[src/imufs_pkg.sv]
package imufs_pkg;

  localparam int PAYLOAD_BYTES = 20;
  localparam int MAX_WORDS     = 10;
  localparam int NUM_WORDS     = ((PAYLOAD_BYTES / 2) > MAX_WORDS) ? MAX_WORDS
                                                                   : (PAYLOAD_BYTES / 2);
  localparam int POS_W         = $clog2(PAYLOAD_BYTES);
  localparam int BYTE_W        = 8;
  localparam int WORD_W        = 16;
  localparam int IDX_W         = 4;
  localparam int COUNT_W       = 16;
  localparam int CFG_IDX_W     = 1;

  localparam logic [BYTE_W-1:0] SYNC_FIRST_RESET  = 8'h7F;
  localparam logic [BYTE_W-1:0] SYNC_SECOND_RESET = 8'h80;

  typedef enum logic [2:0] {
    PH_HUNT1,
    PH_HUNT2,
    PH_DATA,
    PH_CHECK,
    PH_EMIT
  } phase_t;

  typedef enum logic [CFG_IDX_W-1:0] {
    REG_SYNC_FIRST  = 1'b0,
    REG_SYNC_SECOND = 1'b1
  } cfg_reg_t;

  typedef struct packed {
    logic load;
    logic pair;
  } shift_ctl_t;

endpackage

[src/imufs_cell.sv]
module imufs_cell (
  input  logic                           clk,
  input  imufs_pkg::shift_ctl_t          ctl,
  input  logic [imufs_pkg::BYTE_W-1:0]   near_byte,
  input  logic [imufs_pkg::BYTE_W-1:0]   far_byte,
  output logic [imufs_pkg::BYTE_W-1:0]   data
);

  // A payload byte moves one cell down as the next byte arrives, and two
  // cells down as each word leaves from the head of the row.
  always_ff @(posedge clk) begin
    if (ctl.load) begin
      data <= near_byte;
    end else if (ctl.pair) begin
      data <= far_byte;
    end
  end

endmodule

[src/imu_frame_sync_checksum_parser_core.sv]
// Byte-stream frame parser: each input word is one received byte. The block
// hunts at every byte offset for the two header bytes (sync_first, then
// sync_second), shifts the payload bytes into a row of byte cells while it
// sums them, and compares the checksum byte with the inverted 8-bit sum. A
// good frame leaves the row as signed little-endian 16-bit words, one per
// cycle while out_stall is low, each with its index, a last-word mark and
// the wrapping count of good frames. A bad frame produces nothing. Outside
// the emit phase a byte is taken whenever in_valid is high; after a good
// checksum the input is stalled while the words drain, because the cell
// row shifts two bytes toward its head for each word sent. The header
// registers are written through the cfg port, which is always ready.
module imu_frame_sync_checksum_parser_core (
  input  logic                                clk,
  input  logic                                rst,
  input  logic                                in_valid,
  output logic                                in_stall,
  input  logic [imufs_pkg::BYTE_W-1:0]        rx_byte,
  output logic                                out_valid,
  input  logic                                out_stall,
  output logic [imufs_pkg::IDX_W-1:0]         word_index,
  output logic signed [imufs_pkg::WORD_W-1:0] word_value,
  output logic                                last_word,
  output logic [imufs_pkg::COUNT_W-1:0]       good_frames,
  input  logic                                cfg_valid,
  output logic                                cfg_ready,
  input  logic [imufs_pkg::CFG_IDX_W-1:0]     cfg_index,
  input  logic [imufs_pkg::BYTE_W-1:0]        cfg_data
);

  localparam int N = imufs_pkg::PAYLOAD_BYTES;

  imufs_pkg::phase_t                  phase;
  imufs_pkg::phase_t                  phase_next;
  logic [imufs_pkg::BYTE_W-1:0]       sync_first;
  logic [imufs_pkg::BYTE_W-1:0]       sync_second;
  logic [imufs_pkg::POS_W-1:0]        position;
  logic [imufs_pkg::BYTE_W-1:0]       running_sum;
  logic [imufs_pkg::COUNT_W-1:0]      frame_counter;
  logic [imufs_pkg::IDX_W-1:0]        word_count;
  logic [imufs_pkg::BYTE_W-1:0]       cell_data [N];
  imufs_pkg::shift_ctl_t              shift_ctl;
  logic                               in_accept;
  logic                               out_free;
  logic                               emit_load;
  logic                               frame_good;
  logic                               sum_match;
  logic                               last_pos;
  logic                               last_emit;

  assign cfg_ready = 1'b1;
  assign in_accept = in_valid && !in_stall;
  assign out_free  = !out_valid || !out_stall;
  assign sum_match = (~running_sum == rx_byte);
  assign last_pos  = (position == imufs_pkg::POS_W'(N - 1));
  assign last_emit = (word_count == imufs_pkg::IDX_W'(imufs_pkg::NUM_WORDS - 1));

  always_comb begin
    phase_next = phase;
    unique case (phase)
      imufs_pkg::PH_HUNT1: begin
        if (in_accept && rx_byte == sync_first) begin
          phase_next = imufs_pkg::PH_HUNT2;
        end
      end
      imufs_pkg::PH_HUNT2: begin
        if (in_accept) begin
          priority if (rx_byte == sync_second) begin
            phase_next = imufs_pkg::PH_DATA;
          end else if (rx_byte == sync_first) begin
            phase_next = imufs_pkg::PH_HUNT2;
          end else begin
            phase_next = imufs_pkg::PH_HUNT1;
          end
        end
      end
      imufs_pkg::PH_DATA: begin
        if (in_accept && last_pos) begin
          phase_next = imufs_pkg::PH_CHECK;
        end
      end
      imufs_pkg::PH_CHECK: begin
        if (in_accept) begin
          phase_next = sum_match ? imufs_pkg::PH_EMIT : imufs_pkg::PH_HUNT1;
        end
      end
      imufs_pkg::PH_EMIT: begin
        if (out_free && last_emit) begin
          phase_next = imufs_pkg::PH_HUNT1;
        end
      end
      default: phase_next = imufs_pkg::PH_HUNT1;
    endcase
  end

  always_comb begin
    in_stall       = (phase == imufs_pkg::PH_EMIT);
    emit_load      = (phase == imufs_pkg::PH_EMIT) && out_free;
    frame_good     = (phase == imufs_pkg::PH_CHECK) && in_accept && sum_match;
    shift_ctl.load = (phase == imufs_pkg::PH_DATA) && in_accept;
    shift_ctl.pair = emit_load;
  end

  always_ff @(posedge clk) begin
    if (rst) begin
      phase         <= imufs_pkg::PH_HUNT1;
      sync_first    <= imufs_pkg::SYNC_FIRST_RESET;
      sync_second   <= imufs_pkg::SYNC_SECOND_RESET;
      position      <= '0;
      running_sum   <= '0;
      frame_counter <= '0;
      word_count    <= '0;
      out_valid     <= 1'b0;
    end else begin
      phase <= phase_next;
      if (cfg_valid && cfg_ready) begin
        unique case (imufs_pkg::cfg_reg_t'(cfg_index))
          imufs_pkg::REG_SYNC_FIRST:  sync_first  <= cfg_data;
          imufs_pkg::REG_SYNC_SECOND: sync_second <= cfg_data;
          default: ;
        endcase
      end
      if (phase == imufs_pkg::PH_HUNT2) begin
        position    <= '0;
        running_sum <= '0;
      end else if (shift_ctl.load) begin
        position    <= position + imufs_pkg::POS_W'(1);
        running_sum <= running_sum + rx_byte;
      end
      if (frame_good) begin
        frame_counter <= frame_counter + imufs_pkg::COUNT_W'(1);
        word_count    <= '0;
      end else if (emit_load) begin
        word_count <= word_count + imufs_pkg::IDX_W'(1);
      end
      if (emit_load) begin
        out_valid <= 1'b1;
      end else if (!out_stall) begin
        out_valid <= 1'b0;
      end
    end
  end

  always_ff @(posedge clk) begin
    if (emit_load) begin
      word_index  <= word_count;
      word_value  <= {cell_data[1], cell_data[0]};
      last_word   <= last_emit;
      good_frames <= frame_counter;
    end
  end

  for (genvar i = 0; i < N; i++) begin : g_cell
    logic [imufs_pkg::BYTE_W-1:0] near_byte;
    logic [imufs_pkg::BYTE_W-1:0] far_byte;
    if (i == N - 1) begin : g_tail
      assign near_byte = rx_byte;
    end else begin : g_body
      assign near_byte = cell_data[i + 1];
    end
    if (i + 2 < N) begin : g_far
      assign far_byte = cell_data[i + 2];
    end else begin : g_far_end
      assign far_byte = '0;
    end
    imufs_cell u_cell (
      .clk       (clk),
      .ctl       (shift_ctl),
      .near_byte (near_byte),
      .far_byte  (far_byte),
      .data      (cell_data[i])
    );
  end

`ifndef SYNTHESIS
  a_word_from_emit: assert property (@(posedge clk) disable iff (rst)
    $rose(out_valid) |-> $past(phase) == imufs_pkg::PH_EMIT)
    else $error("result word appeared outside the emit phase");

  a_last_index: assert property (@(posedge clk) disable iff (rst)
    (out_valid && last_word) |->
      word_index == imufs_pkg::IDX_W'(imufs_pkg::NUM_WORDS - 1))
    else $error("last word mark on the wrong word index");

  a_emit_pending: assert property (@(posedge clk) disable iff (rst)
    (out_valid && !last_word) |-> phase == imufs_pkg::PH_EMIT)
    else $error("frame emission ended before its last word");

  a_count_step: assert property (@(posedge clk) disable iff (rst)
    (phase == imufs_pkg::PH_CHECK && in_accept && sum_match) |=>
      frame_counter == $past(frame_counter) + imufs_pkg::COUNT_W'(1))
    else $error("good frame count did not advance");
`endif

endmodule

[config.mk]
export PLATFORM = sky130hd
export DESIGN_NAME = imu_frame_sync_checksum_parser_core
export DESIGN_NICKNAME = d
export VERILOG_FILES = /design/src/imufs_pkg.sv /design/src/imufs_cell.sv /design/src/imu_frame_sync_checksum_parser_core.sv
export SDC_FILE = /design/constraint.sdc
export NUM_CORES = 1
export LEC_CHECK = 0
export BUFFER_PORTS_ARGS = -buffer_cell sky130_fd_sc_hd__buf_4
export CORE_ASPECT_RATIO = 1.1
export CORE_UTILIZATION = 55
export CTS_BUF_LIST = sky130_fd_sc_hd__clkbuf_4 sky130_fd_sc_hd__clkbuf_8
export DETAILED_ROUTE_END_ITERATION = 16
export HOLD_SLACK_MARGIN = 0.12
export PLACE_DENSITY_LB_ADDON = 0.15
export SLEW_MARGIN = 10
export SYNTH_ARGS = -nofsm -noshare
export SYNTH_HDL_FRONTEND = slang
export SYNTH_SLANG_ARGS = --single-unit
[constraint.sdc]
create_clock -name clk -period 44.5 [get_ports clk]
set_input_delay 6.675 -clock clk [delete_from_list [all_inputs] [get_ports clk]]
set_output_delay 6.675 -clock clk [all_outputs]
set_load 0.05 [all_outputs]
== Yosys cells after proc, flatten, opt, wreduce, memory -nomap -nowiden ==
Index checks and enable logic that the tools add are counted.
Word-level totals
  register bits: 250
  bits of input ports: 22
  output and inout bits: 40
  logic and storage cells: 122
Cells by class
  add/sub/neg operators: 4
  equality and inequality tests: 15
  multiplexer cells: 50
  bitwise gates (word level): 2
  reductions and logical operators: 19
Operators by type and width (number)
  2-to-1 mux 8 bit: 39
  equality test 8 bit: 3
  2-to-1 mux 3 bit: 6
  adder 16 x 1 -> 16 bit, second input constant: 1
  one-hot mux 3 bit (5 select lines): 1
  adder 8 bit: 1
  logical AND 1 bit: 8
  inequality test 2 bit, second input constant: 4
  NOT 8 bit: 1
  equality test 3 x 2 -> 1 bit, second input constant: 2
  adder 5 x 1 -> 5 bit, second input constant: 1
  equality test 5 bit, second input constant: 1
  AND reduction 5 bit: 1
  adder 4 x 1 -> 4 bit, second input constant: 1
  equality test 4 bit, second input constant: 1
  inequality test 2 x 1 -> 1 bit, second input constant: 2
  AND reduction 2 bit: 2
  OR reduction 2 bit: 2
  equality test 3 x 1 -> 1 bit, second input constant: 1
  equality test 3 bit, second input constant: 1
  zero test 1 bit: 3
  zero test 3 bit: 1
  2-to-1 mux 1 bit: 3
  2-to-1 mux 2 bit: 1
  other kinds (3): 3

== Depth between registers and ports, before layout ==
  depth after elaboration: 6
  mapped depth: 9
  mapped depth without buffers: 9

== Modules after synthesis ==
From an unflattened synthesis, not the netlist that was laid out.
Unflattened totals
  cells, all modules: 716
  area, all modules: 11352.1 sq um
By module, submodules not included
  imufs_cell: times used 20, cells an instance 18, area an instance 377.9 sq um, sequential area each 240.2 sq um
  imu_frame_sync_checksum_parser_core: times used 1, cells an instance 356, area an instance 3794.9 sq um, sequential area each 2172.1 sq um

== Worst setup path before layout ==
No wires, ideal clock.
  path kind: in2reg
  from: in out_stall
  to: reg g_cell[0].u_cell.data[0] (netlist name), enable pin
  arrival: 18.028 ns
  required time: 43.600 ns
  slack: 25.572 ns
  stages on the path: 2
  buffers on the path: 0
  cell sequence: and2_1 > o21ai_0
On the way
  word-level cells in the longest chain between the ends: 4
RTL lines
  from (decl): RTL line imu_frame_sync_checksum_parser_core.sv:19  | input logic out_stall,
  zero test 1 bit
  logical OR 1 bit: RTL line imu_frame_sync_checksum_parser_core.sv:52  | assign out_free = !out_valid || !out_stall;
  logical AND 1 bit: RTL line imu_frame_sync_checksum_parser_core.sv:97  | emit_load = (phase == imufs_pkg::PH_EMIT) && out_free;
  nonzero test 2 bit (no line)
  to (signal assigned): RTL line imufs_cell.sv:13  | data <= near_byte;
  to (signal assigned): RTL line imufs_cell.sv:15  | data <= far_byte;
  to (decl): RTL line imufs_cell.sv:6  | output logic [imufs_pkg::BYTE_W-1:0] data
No other way between the ends.
A chain may end at the register's enable or synchronous reset.

== Final worst setup path ==
  from: in in_valid
  to: reg g_cell[13].u_cell.data[1] (netlist name), enable pin
On the way
  word-level cells in the longest chain between the ends: 3
RTL lines
  from (decl): RTL line imu_frame_sync_checksum_parser_core.sv:15  | input logic in_valid,
  logical AND 1 bit: RTL line imu_frame_sync_checksum_parser_core.sv:51  | assign in_accept = in_valid && !in_stall;
  logical AND 1 bit: RTL line imu_frame_sync_checksum_parser_core.sv:99  | shift_ctl.load = (phase == imufs_pkg::PH_DATA) && in_accept;
  nonzero test 2 bit (no line)
  to (signal assigned): RTL line imufs_cell.sv:13
  to (signal assigned): RTL line imufs_cell.sv:15
  to (decl): RTL line imufs_cell.sv:6
No other way between the ends.

==> run metrics <==
Crit path max-delay family=buffers and inverters; Post-DP Area=between 10000 and 15000 µm²; number of vias per cell=~5; DR WL/cell=about 12 µm; Crit Path Max Fanout=83; layout cells sized above 1=0.133; CTS sink cnt=between 200 and 300; Max VDD drop=between 0.02 and 0.025 mV; # setup viols final=0; Die ar.=19600 µm²; Cells after Synth=a little under 1000; Critical Path Stages=6; register area share after synthesis=0.666; post-synthesis cell type count=54; Initial DRC Count=between 400 and 500; setup_tns=0 ns; initial antenna violation count=0; critical path cell sequence=buf_4 -> nand3b_1 -> buf_4 -> o21ai_4 -> buf_4 -> buf_4; drc violations=0; CP Class=primary input to register; Clk pin slew, worst setup/hold paths=0.05 ns; Syn Area/Cell=10.5 µm²; CP most frequent cell=buf_4; flops & latches, synth=250; Final nets=around 1100; largest net degree at the start of global routing=roughly 110; Post-CTS Resized=0; TritonRoute pass-1 iters=5; CTS tree=yes; Routed WL=between 15 and 20 mm; asr flop ratio synth=0; Mapped Nets=1028; synthesis-to-finish area growth=13.7%; finished layout cell area=roughly 12000 µm²; CP Launch Type=primary input; Post-synth top flop=edfxtp_1; CTS max path bufs=3; final worst path period share=0.199; CP required=44.64 ns; outcome=complete, no violations; EDFF count, synth=about 200; clock root cell=clkbuf_8; max-cap violations=0; DIE HEIGHT=147 µm; fin. max-slew vios=0; final hold viol count=0; cts hold-fix bufs=0; Hold Path Cell Cnt=0; DP Wirelength=between 9 and 10 mm; DRT antenna net count=0; Leak=approximately 4.7 nW; Tmin final=between 8 and 9 ns; crit path DAT=9.00 ns; Port Buffers=60; htree depth=2; fill cell count=1539; routed vias=6533; Starting Density=0.565; Slew @ Worst Pin=around 1.1 ns; Die Wd=about 130 µm; worst-skew pair later-pin latency=0.53 ns; Worst Path Buf+Inv=4; pwr dens=between 30 and 40 nW/µm²; HP Class=register to register; FMAX=0.113 GHz; IO Pins=62; RSZ-0062 raised after global routing=false; Max transition margin=0.267; gr usage total=0.174; global-route wire length before repair=27.9 mm; row cnt=between 50 and 60; Max Clock Skew=0.0182 ns; crit end category=register; vias in the first global route=6169; CP max stage cell=buf_4; Ys Warns=0; Largest stage delay, worst path=between 0.8 and 0.9 ns; GPL Wtd Cong=between 0.7 and 0.8; Storage cell area=about 7000 µm²; Multi-input gate area=approximately 3300 µm²; GR Overflow Total=0; ant diodes=0; mapped cell area=between 10000 and 15000 µm²; setup repair bufs after CTS=0; cts bufs inserted=between 40 and 50; Core Footprint=between 15000 and 20000 µm²; depth of the most critical reg-to-reg path=6
## worst paths after layout
kind,start,to,slack [ns]
hold reg to reg,g_cell[0].u_cell.data[2],word_value[2],0.42
setup reg to reg,phase[1],g_cell[13].u_cell.data[1],41.11
hold / removal,g_cell[0].u_cell.data[2],word_value[2],0.42
setup / recovery,in_valid,g_cell[13].u_cell.data[1],35.64
## per-stage QoR
step	instances	hold WS [ns]	worst slack [ns]	power [mW]	util
after floorplan	994	0.400	25.57	0.260	-
after global placement	1254	0.402	35.03	0.262	0.598
after detailed placement	1254	0.406	35.03	0.263	0.598
after CTS	1330	0.422	35.58	0.460	0.643
after global routing	1330	0.427	35.45	0.471	0.643
final	1330	0.419	35.64	0.454	0.643
## cell families after synthesis
logic type | synth area share
other | 0.000358
AO/OA/AOI/OAI | 0.0261
XOR/XNOR | 0.0350
AND/OR/NAND/NOR | 0.235
multiplexers | 0.000955
adder cells (fa/ha/maj) | 0.0150
flip-flops | 0.666
buffers and inverters | 0.0223
## placed cells by master (no fill, tap or decap), drive strengths merged, types with 2 or more instances in the layout
cell / n
ha: 11
dfxtp: 53
buf: 65
a211oi: 2
xnor2: 17
edfxtp: 197
and3: 4
nor3: 3
nand3: 12
o31ai: 2
nand4: 11
clkinv: 11
o21ai: 7
or3: 3
nor2b: 5
a21o: 5
clkbuf: 64
nand2: 483
nand3b: 8
xor2: 24
and2: 16
nand2b: 3
nor4: 3
nor2: 30
inv: 7
a21oi: 21
## registers in the layout, summed over array words and instances, names as in the netlist
signal,count
phase,3
word_value,16
last_word,1
word_count,4
good_frames,16
g_cell.u_cell.data,160
running_sum,8
word_index,4
sync_second,8
sync_first,8
frame_counter,16
out_valid,1
position,5
## synthesized netlist by cell type, drive strengths merged (2+ instances only)
master  instances  share of area
a21oi          21          0.010
o31ai           2         0.0014
clkbuf         33          0.012
nand3          12         0.0069
a21o            5         0.0036
and2           16         0.0097
or3             3         0.0018
nor4            3         0.0032
and3            4         0.0025
nor3            3         0.0025
edfxtp        197           0.56
nand2         483           0.17
a211oi          2         0.0014
dfxtp          53           0.10
nor2           30          0.011
xor2           24          0.020
nand2b          3         0.0018
inv             7         0.0025
ha             11          0.013
o21ai           7         0.0033
nand3b          8         0.0057
nor2b           5         0.0030
nand4          11         0.0066
xnor2          17          0.015
buf            14         0.0072
## routing by layer
layer / GRT usage / vias to the layer above / share of wire
li1: - / 3432 / -
met3: 0.0383 / 30 / 0.037
met4: 0.0761 / 0 / 0.023
met1: 0.218 / 2980 / 0.47
met2: 0.291 / 91 / 0.47
met5: 0 / - / 0
## area by class of cell
class                   instances  share of cell area
clock inverters                12             0.00441
clock buffers                  64              0.0655
well taps                     243              0.0255
inverters                       7             0.00220
multi-input cells             689               0.276
repair buffers                 65              0.0409
flip-flops and latches        250               0.585
## where the power goes
part	internal [mW]	total, mW	leakage (nW)	switching [mW]
logic	0.00339	0.00776	2.15	0.00437
registers	0.249	0.250	2.14	0.000547
clock network	0.111	0.197	0.443	0.0853
## worst reg2reg max path: stages, from the launching register on
cell	delay (ns)
dfxtp_1	0.43
nor2b_1	0.30
nand3b_1	0.11
buf_4	0.29
o21ai_4	0.10
buf_4	0.81
buf_4	0.94
Power figures use the tool's default switching activity.
